## src/hw/rtl/clsm_pkg.sv

```systemverilog
`default_nettype none

package clsm_pkg;

    localparam int MAX_LINE_DEF = 4096;

    localparam logic [2:0] MODE_START  = 3'd0;
    localparam logic [2:0] MODE_NUMBER = 3'd1;
    localparam logic [2:0] MODE_IDENT  = 3'd2;
    localparam logic [2:0] MODE_STRING = 3'd3;
    localparam logic [2:0] MODE_BLOCK  = 3'd4;
    localparam logic [2:0] MODE_LINE   = 3'd5;

    typedef logic [1:0] kind_t;

    localparam kind_t KIND_NUMBER = 2'd0;
    localparam kind_t KIND_STRING = 2'd1;
    localparam kind_t KIND_BLOCK  = 2'd2;
    localparam kind_t KIND_LINE   = 2'd3;

    localparam logic [7:0] CH_SLASH      = 8'h2F;
    localparam logic [7:0] CH_STAR       = 8'h2A;
    localparam logic [7:0] CH_UNDERSCORE = 8'h5F;
    localparam logic [7:0] CH_BACKSLASH  = 8'h5C;
    localparam logic [7:0] CH_SQUOTE     = 8'h27;
    localparam logic [7:0] CH_DQUOTE     = 8'h22;

    function automatic logic is_digit(input logic [7:0] c);
        return (c >= 8'h30) && (c <= 8'h39);
    endfunction

    function automatic logic is_letter(input logic [7:0] c);
        return ((c >= 8'h41) && (c <= 8'h5A)) || ((c >= 8'h61) && (c <= 8'h7A));
    endfunction

    function automatic logic is_ident_char(input logic [7:0] c);
        return is_letter(c) || is_digit(c) || (c == CH_UNDERSCORE);
    endfunction

endpackage

`default_nettype wire

```

## src/hw/rtl/code_lexer_span_marker_core.sv

```systemverilog
`default_nettype none

// Streaming lexer that marks number, string, block comment and line comment spans in a
// source line. Each input item carries one character, or an end-of-line marker, and one
// item is taken every clock while the result side keeps up. An item yields at most one
// span, which goes through a two-entry output buffer, so a stalled result side stops
// input only once two spans are waiting. Columns saturate at MAX_LINE, and a block
// comment left open at a line end continues at column 0 of the next.
module code_lexer_span_marker_core
    import clsm_pkg::*;
#(
    parameter int MAX_LINE = MAX_LINE_DEF,
    localparam int SW = $clog2(MAX_LINE),
    localparam int CW = $clog2(MAX_LINE + 1)
) (
    input  wire logic          aclk,
    input  wire logic          aresetn,
    input  wire logic          s_valid,
    output logic               s_ready,
    input  wire logic [7:0]    s_char_code,
    input  wire logic          s_line_end,
    output logic               m_valid,
    input  wire logic          m_ready,
    output logic [SW-1:0]      m_span_start,
    output logic [CW-1:0]      m_span_length,
    output kind_t              m_span_kind
);

    localparam logic [CW-1:0] COL_MAX = CW'(MAX_LINE);
    localparam logic [CW-1:0] COL_TOP = CW'(MAX_LINE - 1);
    localparam logic [SW-1:0] TS_MAX  = SW'(MAX_LINE - 1);
    localparam int            DW      = SW + CW + 2;

    logic [2:0]    mode_reg, mode_next;
    logic          slash_reg, slash_next;
    logic          star_reg, star_next;
    logic [7:0]    quote_reg, quote_next;
    logic [7:0]    prev_reg, prev_next;
    logic [SW-1:0] token_start_reg, token_start_next;
    logic [CW-1:0] column_reg, column_next;

    logic          accept;
    logic [7:0]    c;
    logic [CW-1:0] nxt;
    logic [SW-1:0] pos_clamp;
    logic [2:0]    bt_mode;
    logic          bt_slash;
    logic          bt_quote;
    logic          span_req;
    logic [CW-1:0] span_end;
    kind_t         span_kind;
    logic          span_valid;
    logic [CW-1:0] span_length;
    logic [DW-1:0] span_data;
    logic [DW-1:0] out_data;

    assign accept    = s_valid && s_ready;
    assign c         = s_char_code;
    assign nxt       = (column_reg < COL_MAX) ? column_reg + CW'(1) : COL_MAX;
    assign pos_clamp = (column_reg < COL_TOP) ? column_reg[SW-1:0] : TS_MAX;

    always_comb begin
        bt_mode  = MODE_START;
        bt_slash = 1'b0;
        bt_quote = 1'b0;
        if (is_digit(c)) begin
            bt_mode = MODE_NUMBER;
        end else if (is_letter(c) || (c == CH_UNDERSCORE)) begin
            bt_mode = MODE_IDENT;
        end else if ((c == CH_SQUOTE) || (c == CH_DQUOTE)) begin
            bt_mode  = MODE_STRING;
            bt_quote = 1'b1;
        end else if (c == CH_SLASH) begin
            bt_slash = 1'b1;
        end
    end

    always_comb begin
        mode_next        = mode_reg;
        slash_next       = slash_reg;
        star_next        = star_reg;
        quote_next       = quote_reg;
        prev_next        = c;
        token_start_next = token_start_reg;
        column_next      = nxt;
        span_req         = 1'b0;
        span_end         = column_reg;
        span_kind        = KIND_NUMBER;

        if (s_line_end) begin
            case (mode_reg)
                MODE_NUMBER: begin
                    span_req  = 1'b1;
                    span_kind = KIND_NUMBER;
                end
                MODE_LINE: begin
                    span_req  = 1'b1;
                    span_kind = KIND_LINE;
                end
                MODE_BLOCK: begin
                    span_req  = 1'b1;
                    span_kind = KIND_BLOCK;
                end
                default: begin
                    span_req = 1'b0;
                end
            endcase
            if (mode_reg != MODE_BLOCK) begin
                mode_next = MODE_START;
            end
            token_start_next = '0;
            slash_next       = 1'b0;
            star_next        = 1'b0;
            quote_next       = '0;
            prev_next        = '0;
            column_next      = '0;
        end else begin
            case (mode_reg)
                MODE_START: begin
                    if (slash_reg && (c == CH_STAR)) begin
                        slash_next = 1'b0;
                        mode_next  = MODE_BLOCK;
                        star_next  = 1'b0;
                    end else if (slash_reg && (c == CH_SLASH)) begin
                        slash_next = 1'b0;
                        mode_next  = MODE_LINE;
                    end else begin
                        mode_next        = bt_mode;
                        slash_next       = bt_slash;
                        token_start_next = pos_clamp;
                        if (bt_quote) begin
                            quote_next = c;
                        end
                    end
                end
                MODE_NUMBER: begin
                    if (!is_digit(c)) begin
                        span_req         = 1'b1;
                        span_kind        = KIND_NUMBER;
                        mode_next        = bt_mode;
                        slash_next       = bt_slash;
                        token_start_next = pos_clamp;
                        if (bt_quote) begin
                            quote_next = c;
                        end
                    end
                end
                MODE_IDENT: begin
                    if (!is_ident_char(c)) begin
                        mode_next        = bt_mode;
                        slash_next       = bt_slash;
                        token_start_next = pos_clamp;
                        if (bt_quote) begin
                            quote_next = c;
                        end
                    end
                end
                MODE_STRING: begin
                    if ((c == quote_reg) && (prev_reg != CH_BACKSLASH)) begin
                        span_req  = 1'b1;
                        span_end  = nxt;
                        span_kind = KIND_STRING;
                        mode_next = MODE_START;
                    end
                end
                MODE_BLOCK: begin
                    if (star_reg && (c == CH_SLASH)) begin
                        span_req  = 1'b1;
                        span_end  = nxt;
                        span_kind = KIND_BLOCK;
                        mode_next = MODE_START;
                        star_next = 1'b0;
                    end else begin
                        star_next = (c == CH_STAR);
                    end
                end
                MODE_LINE: begin
                    mode_next = MODE_LINE;
                end
                default: begin
                    star_next        = 1'b0;
                    mode_next        = bt_mode;
                    slash_next       = bt_slash;
                    token_start_next = pos_clamp;
                    if (bt_quote) begin
                        quote_next = c;
                    end
                end
            endcase
        end
    end

    assign span_valid  = accept && span_req && (span_end > {1'b0, token_start_reg});
    assign span_length = span_end - {1'b0, token_start_reg};
    assign span_data   = {token_start_reg, span_length, span_kind};

    always_ff @(posedge aclk) begin
        if (!aresetn) begin
            mode_reg        <= MODE_START;
            slash_reg       <= 1'b0;
            star_reg        <= 1'b0;
            quote_reg       <= '0;
            prev_reg        <= '0;
            token_start_reg <= '0;
            column_reg      <= '0;
        end else if (accept) begin
            mode_reg        <= mode_next;
            slash_reg       <= slash_next;
            star_reg        <= star_next;
            quote_reg       <= quote_next;
            prev_reg        <= prev_next;
            token_start_reg <= token_start_next;
            column_reg      <= column_next;
        end
    end

    clsm_skid #(
        .WIDTH(DW)
    ) u_skid (
        .aclk     (aclk),
        .aresetn  (aresetn),
        .in_valid (span_valid),
        .in_ready (s_ready),
        .in_data  (span_data),
        .out_valid(m_valid),
        .out_ready(m_ready),
        .out_data (out_data)
    );

    assign m_span_start  = out_data[DW-1 -: SW];
    assign m_span_length = out_data[CW+1 -: CW];
    assign m_span_kind   = out_data[1:0];

endmodule

`default_nettype wire

```

## src/hw/rtl/clsm_skid.sv

```systemverilog
`default_nettype none

module clsm_skid #(
    parameter int WIDTH = 27
) (
    input  wire logic             aclk,
    input  wire logic             aresetn,
    input  wire logic             in_valid,
    output logic                  in_ready,
    input  wire logic [WIDTH-1:0] in_data,
    output logic                  out_valid,
    input  wire logic             out_ready,
    output logic [WIDTH-1:0]      out_data
);

    logic             out_valid_reg;
    logic [WIDTH-1:0] out_data_reg;
    logic             skid_valid_reg;
    logic [WIDTH-1:0] skid_data_reg;
    logic             out_free;
    logic             push;

    assign in_ready  = !skid_valid_reg;
    assign out_valid = out_valid_reg;
    assign out_data  = out_data_reg;
    assign out_free  = !out_valid_reg || out_ready;
    assign push      = in_valid && !skid_valid_reg;

    always_ff @(posedge aclk) begin
        if (!aresetn) begin
            out_valid_reg  <= 1'b0;
            skid_valid_reg <= 1'b0;
        end else if (push) begin
            if (out_free) begin
                out_valid_reg <= 1'b1;
                out_data_reg  <= in_data;
            end else begin
                skid_valid_reg <= 1'b1;
                skid_data_reg  <= in_data;
            end
        end else if (out_free) begin
            if (skid_valid_reg) begin
                out_valid_reg  <= 1'b1;
                out_data_reg   <= skid_data_reg;
                skid_valid_reg <= 1'b0;
            end else begin
                out_valid_reg <= 1'b0;
            end
        end
    end

endmodule

`default_nettype wire

```

## config.mk

```make
export PLATFORM = sky130hd
export DESIGN_NAME = code_lexer_span_marker_core
export DESIGN_NICKNAME = d
export VERILOG_FILES = /design/src/hw/rtl/clsm_pkg.sv /design/src/hw/rtl/code_lexer_span_marker_core.sv /design/src/hw/rtl/clsm_skid.sv
export SDC_FILE = /design/constraint.sdc
export NUM_CORES = 1
export LEC_CHECK = 0
export BUFFER_PORTS_ARGS = -buffer_cell sky130_fd_sc_hd__buf_2
export CAP_MARGIN = 0
export CORE_UTILIZATION = 65
export CTS_BUF_LIST = sky130_fd_sc_hd__clkbuf_8
export DETAILED_ROUTE_END_ITERATION = 6
export GPL_TIMING_DRIVEN = 0
export PLACE_DENSITY = 0.87
export SLEW_MARGIN = 20
export SYNTH_ARGS = -nofsm -noshare
export SYNTH_HDL_FRONTEND = slang
export SYNTH_SLANG_ARGS = --single-unit
```

## constraint.sdc

```tcl
create_clock -name aclk -period 7.21 [get_ports aclk]
set_clock_uncertainty 0.15 [all_clocks]
set_input_delay 0 -clock aclk [delete_from_list [all_inputs] [get_ports aclk]]
set_output_delay 0 -clock aclk [all_outputs]
set_load 0.03 [all_outputs]
```

Word level (Yosys, flattened, before mapping)

Cells that the tools add are included.
W data, S select, Z words.

Flip-flop bits (word level): 102
Input bits: 13
Output and inout bits: 29
Logic and storage cells: 151

Add/subtract/negate cells: 2
Magnitude comparators: 9
Equal/unequal tests: 24
Mux-type cells: 72
Bitwise logic cells: 1
Reductions and logical operators: 32

Operators with widths:

| cell                    | count |
|---|---|
| $mux W27                | 4 |
| $mux W12                | 6 |
| $mux W13                | 5 |
| $mux W8                 | 7 |
| $pmux W12 S4            | 1 |
| $eq A8 B6 Y1 const B    | 4 |
| $pmux W8 S4             | 1 |
| $mux W1                 | 28 |
| $pmux W13 S2            | 1 |
| $mux W3                 | 8 |
| $ne A3 B3 Y1 const B    | 8 |
| $pmux W3 S6             | 1 |
| $ge A8 B7 Y1 const B    | 2 |
| $le A8 B7 Y1 const B    | 2 |
| $add A13 B1 Y13 const B | 1 |
| $gt A13 B12 Y1          | 1 |
| $lt A13 B12 Y1 const B  | 1 |
| $lt A13 B13 Y1 const B  | 1 |
| $sub A13 B12 Y13        | 1 |
| $reduce_and A6 Y1       | 2 |
| $logic_and A1 B1 Y1     | 11 |
| $mux W2                 | 5 |
| $reduce_and A3 Y1       | 3 |
| $eq A8 B7 Y1 const B    | 1 |
| other kinds (21)        | 35 |

Longest topological paths before layout

Word-level depth: 11
Mapped depth: 17
Depth with buffers taken out: 14

Hierarchy

Synthesis repeated with hierarchy kept, for this count alone.

Cells, all modules: 548
Area, all modules: 5607.9 µm²

Modules (own cells, without submodules):

| module                      | instances | cells an instance | area an instance (µm²) | seq. area each (µm²) |
|---|---|---|---|---|
| code_lexer_span_marker_core | 1         | 454               | 3464.6                 | 920.9 |
| clsm_skid                   | 1         | 94                | 2143.3                 | 1661.6 |

Worst setup path before layout

OpenSTA, ideal clock, no wires.

Path type: register to register
Start: register quote_reg[6]
End: register u_skid.out_data_reg[0], in the netlist u_skid.out_data[0] (enable)
Setup time: 0.409 ns
Data arrival time: 4.334 ns
Required time: 6.651 ns
Path slack: 2.316 ns
Cell stages (with the launch flop): 16
Path buffers: 2
Period minus slack after synthesis: 4.894 ns
Path through: dfxtp_1 -> xor2_1 -> nor4_4 -> nand4_1 -> and2_1 -> clkbuf_1 -> o21ai_0 -> o31ai_1 -> ha_1 -> a21o_1 -> a21oi_1 -> o21a_1 -> a211o_1 -> a31o_4 -> buf_6 -> a211oi_2

Longest elaborated chain between the ends: 10

Ends and longest elaborated chain:

| what                                                  | RTL line                           | text |
|---|---|---|
| start, declared                                       | code_lexer_span_marker_core.sv:37  | `logic [7:0] quote_reg, quote_next;` |
| start signal, assigned                                | code_lexer_span_marker_core.sv:210 | `quote_reg <= quote_next;` |
| $eq A8 B8 Y1 *                                        | code_lexer_span_marker_core.sv:159 | `if ((c == quote_reg) && (prev_reg != CH_BACKSLASH)) begin` |
| $logic_and A1 B1 Y1 *                                 | code_lexer_span_marker_core.sv:159 |  |
| $mux W13 or $mux W1 (tied branches)                   | code_lexer_span_marker_core.sv:159 |  |
| $pmux W13 S2 or $pmux W1 S3 (tied branches)           | code_lexer_span_marker_core.sv:118 | `case (mode_reg)` |
| $mux W13 or $mux W1 (tied branches)                   | code_lexer_span_marker_core.sv:90  | `if (s_line_end) begin` |
| $gt A13 B12 Y1 or $logic_and A1 B1 Y1 (tied branches) | code_lexer_span_marker_core.sv:193 | `assign span_valid = accept && span_req && (span_end > {1'b0, token_start_reg});` |
| $logic_and A1 B1 Y1 *                                 | code_lexer_span_marker_core.sv:193 |  |
| $logic_and A1 B1 Y1 *                                 | clsm_skid.sv:27                    | `assign push = in_valid && !skid_valid_reg;` |
| $reduce_bool A2 Y1 (no line) *                        | -                                  |  |
| $reduce_and A3 Y1 (no line) *                         | -                                  |  |
| end signal, assigned                                  | clsm_skid.sv:36                    | `out_data_reg <= in_data;` |
| end signal, assigned                                  | clsm_skid.sv:44                    | `out_data_reg <= skid_data_reg;` |
| end, declared                                         | clsm_skid.sv:17                    | `logic [WIDTH-1:0] out_data_reg;` |

Mark *: on every way between the ends. The rest lies on a longest branch, timed or not.
A chain may end at the register's enable or synchronous reset.

Worst setup path after layout

Start: register mode_reg[2]
End: register u_skid.out_data_reg[26], in the netlist u_skid.out_data[26] (enable)

Longest elaborated chain between the ends: 9

Ends and longest elaborated chain:

| what                                                   | RTL line                           | text |
|---|---|---|
| start, declared                                        | code_lexer_span_marker_core.sv:34  | `logic [2:0] mode_reg, mode_next;` |
| start signal, assigned                                 | code_lexer_span_marker_core.sv:207 | `mode_reg <= mode_next;` |
| branches (longest 5 deep; another with $gt A13 B12 Y1) | -                                  |  |
| $logic_and A1 B1 Y1 *                                  | code_lexer_span_marker_core.sv:193 |  |
| $logic_and A1 B1 Y1 *                                  | clsm_skid.sv:27                    |  |
| $reduce_bool A2 Y1 (no line) *                         | -                                  |  |
| $reduce_and A3 Y1 (no line) *                          | -                                  |  |

Every way passes the cells marked *.

==> metrics.yaml <==
status:
  outcome: "finished, final reports clean"
grt:
  grt.overflow.total: 0
  grt_busiest_layer: "met2"
  grt_start_max_net_pins: 28
  grt_pass1_vias: 4378
  antenna_found_initial: 0
  use_met3: 0.0475
  grt_usage: 0.330
  grt_pass1_wl_um: 22300
  use_met1: 0.440
  grtUsageMet2: 0.535
timing:
  slew_violations: 0
  fmax_mhz: 188
  rsz0062_at_grt: "no"
  max_slew_margin: 0.409
  setup-tns-final_ps: 0
  worst_slew_pin_slew_ps: 882
  final_hold_viol_count: 0
  finalCritPeriodShare: 0.738
  fin_crit_ps: 5320
  finalSetupViolCount: 0
power:
  ir_drop_mv: 0.112
  p_leak_nw: 2.46
  power.density_nw_per_um2: 167
logic_synthesis:
  synth-edff-count: 54
  synth_flop_cell: "edfxtp_1"
  async_reset_ff_frac: 0
  yosysSeqAreaShare: 0.459
  synth_nets: 586
  syn_area_sq_um: 5620
  syn_inst: 559
  ys_ff_latch: 102
  yosysWarningCount: 0
  synth.avg_cell_area_sq_um: 10.1
  synth_cell_types: 67
clock_tree:
  cts_sinks: 102
  cts_buffers: 9
  clock-root-buffer: "clkbuf_8"
  worstSkewPairLatency_ps: 380
  path_clk_slew_ps: 100
  cts_buffer_depth: 2
  htreeDepth: 3
  cts_resized: 0
  cts_tree: "done"
placed_design:
  postPlaceCellArea_sq_um: 5960
  port_buffers: 37
  dp_hpwl_um: 10400
  place.gp.congestion: 0.935
final_layout:
  nets: 644
  layout_commonest_cell: "nor2_1"
  insertedDiodeCount: 0
  final_area_sq_um: 6240
  drive_above_1_share: 0.161
  syn_to_final_growth_pct: 11.0
  mostFrequentLayoutCells: "nor2_1, edfxtp_1, dfxtp_1"
worst_setup_path:
  cp.required_ps: 7140
  crit_chain: "buf_2, nor3b_1, and2_1, nand2_1, a21o_1, clkbuf_1, o31ai_1, ha_1, a21o_1, a21oi_1, o21a_1, a211o_1, a31o_4, buf_6, a211oi_4, buf_6"
  crit_path_max_fanout: 17
  crit_arrival_ps: 5250
  cp_slowest_cell: "o31ai_1"
  slowest_delay_ps: 560
  crit_start: "mode_reg[2]"
  crit-reg2reg-launch: "mode_reg[2]"
  crit_family: "compound AO/OA/AOI/OAI gates"
  cp-start-kind: "flip-flop"
  path_class: "reg -> reg"
  cp-end-kind: "flip-flop"
  critPathBufInv: 4
floorplanning:
  std_cell_rows: 33
  die_area_sq_um: 9030
  core_area_sq_um: 8300
  io_pins: 42
  die_h_um: 95
  die_w_um: 95
  initial_core_util: 0.677
routing:
  wire_per_inst_um: 19.6
  vias: 4718
  postRouteAntennaNets: 0
  drc: 0
  drt_iter0_markers: 455
  wl_um: 14300
  vias_per_cell: 6.49
  drt-pass1-iter-count: 5
worst_hold_path:
  min_from: "s_char_code[2]"
  hp-class: "in -> reg"
run:
  maxCapViolCount: 0
==> cell families (layout without fill, tap and decap cells) <==
group | count (synthesis) | after routing | synth area share
AOI/OAI and AO/OA | 153 | 153 | 0.188
xor gates and xnor gates | 16 | 16 | 0.0249
adders and majority gates | 14 | 14 | 0.0325
buffers and inverters | 64 | 127 | 0.0494
DFF | 102 | 102 | 0.459
muxes | 32 | 32 | 0.0797
and+or+nand+nor | 178 | 178 | 0.166
==> metal layers <==
| layer | wire, um | vias to the layer above | share of wire |
|---|---|---|---|
| met5 | 0 | - | 0 |
| met4 | 469 | 0 | 0.033 |
| met3 | 1050 | 45 | 0.074 |
| met1 | 6080 | 2234 | 0.43 |
| li1 | - | 2175 | - |
| met2 | 6660 | 264 | 0.47 |
==> final cells by class <==
class | instances | area, sq um
plain buffers | 35 | 169
flip-flops and latches | 102 | 2580
inverters | 29 | 109
repair buffers | 47 | 287
well taps | 105 | 131
clock buffers | 9 | 124
multi-input cells | 393 | 2780
clock inverters | 7 | 58.8
fillers | 574 | 2060
==> what timing repair did <==
action	CTS	global route
buffers inserted	0	0
hold endpoints to repair	15	0
hold buffers	9	0
==> cells in the mapped netlist (all sizes together) (9+ instances only) <==
library cell | count | share of area
nor2 | 62 | 0.041
edfxtp | 54 | 0.29
dfxtp | 48 | 0.17
a21oi | 38 | 0.034
inv | 29 | 0.019
mux2 | 27 | 0.071
o21ai | 27 | 0.024
clkbuf | 24 | 0.016
nand2 | 22 | 0.015
nand3 | 16 | 0.014
nor3 | 16 | 0.014
o2bb2ai | 15 | 0.023
a211oi | 14 | 0.020
and3 | 14 | 0.016
ha | 13 | 0.029
buf | 11 | 0.014
nor2b | 10 | 0.011
xor2 | 10 | 0.016
a211o | 9 | 0.014
==> worst paths after layout <==
path,to,depth (start not counted),slack (ps)
min,prev_reg[2],4,60
max reg2reg,u_skid.out_data[26],16,1890
max,u_skid.out_data[26],16,1890
min reg2reg,quote_reg[7],2,300
==> per-stage QoR <==
stage                     utilization  worst slack [ps]  power [mW]  instances  hold slack [ps]
after floorplan                     -              2320       0.682        559            -9.56
after global placement          0.716              1320       0.702        701              148
after detailed placement        0.719              2010       0.705        702              205
after CTS                       0.752              2000        1.04        727             35.0
after global routing            0.752              1650        1.07        727              107
final                           0.752              1890        1.04        727             61.6
==> worst register-to-register path, cell delays in order (launching register included) <==
cell and delay [ps]:
dfxtp_1 320, buf_2 190, nor3b_1 380, and2_1 230
nand2_1 290, a21o_1 250, clkbuf_1 260, o31ai_1 560
ha_1 310, a21o_1 160, a21oi_1 120, o21a_1 230
a211o_1 310, a31o_4 250, buf_6 160, a211oi_4 570
buf_6 280
==> power breakdown <==
part	switching (mW)	internal, mW	leakage (nW)	total, mW
clock	0.216	0.130	0.0913	0.346
sequential	0.00317	0.611	0.899	0.614
combinational	0.0536	0.0306	1.47	0.0842
total	0.273	0.771	2.46	1.04
Note: power is estimated with default switching activity, not from simulation.
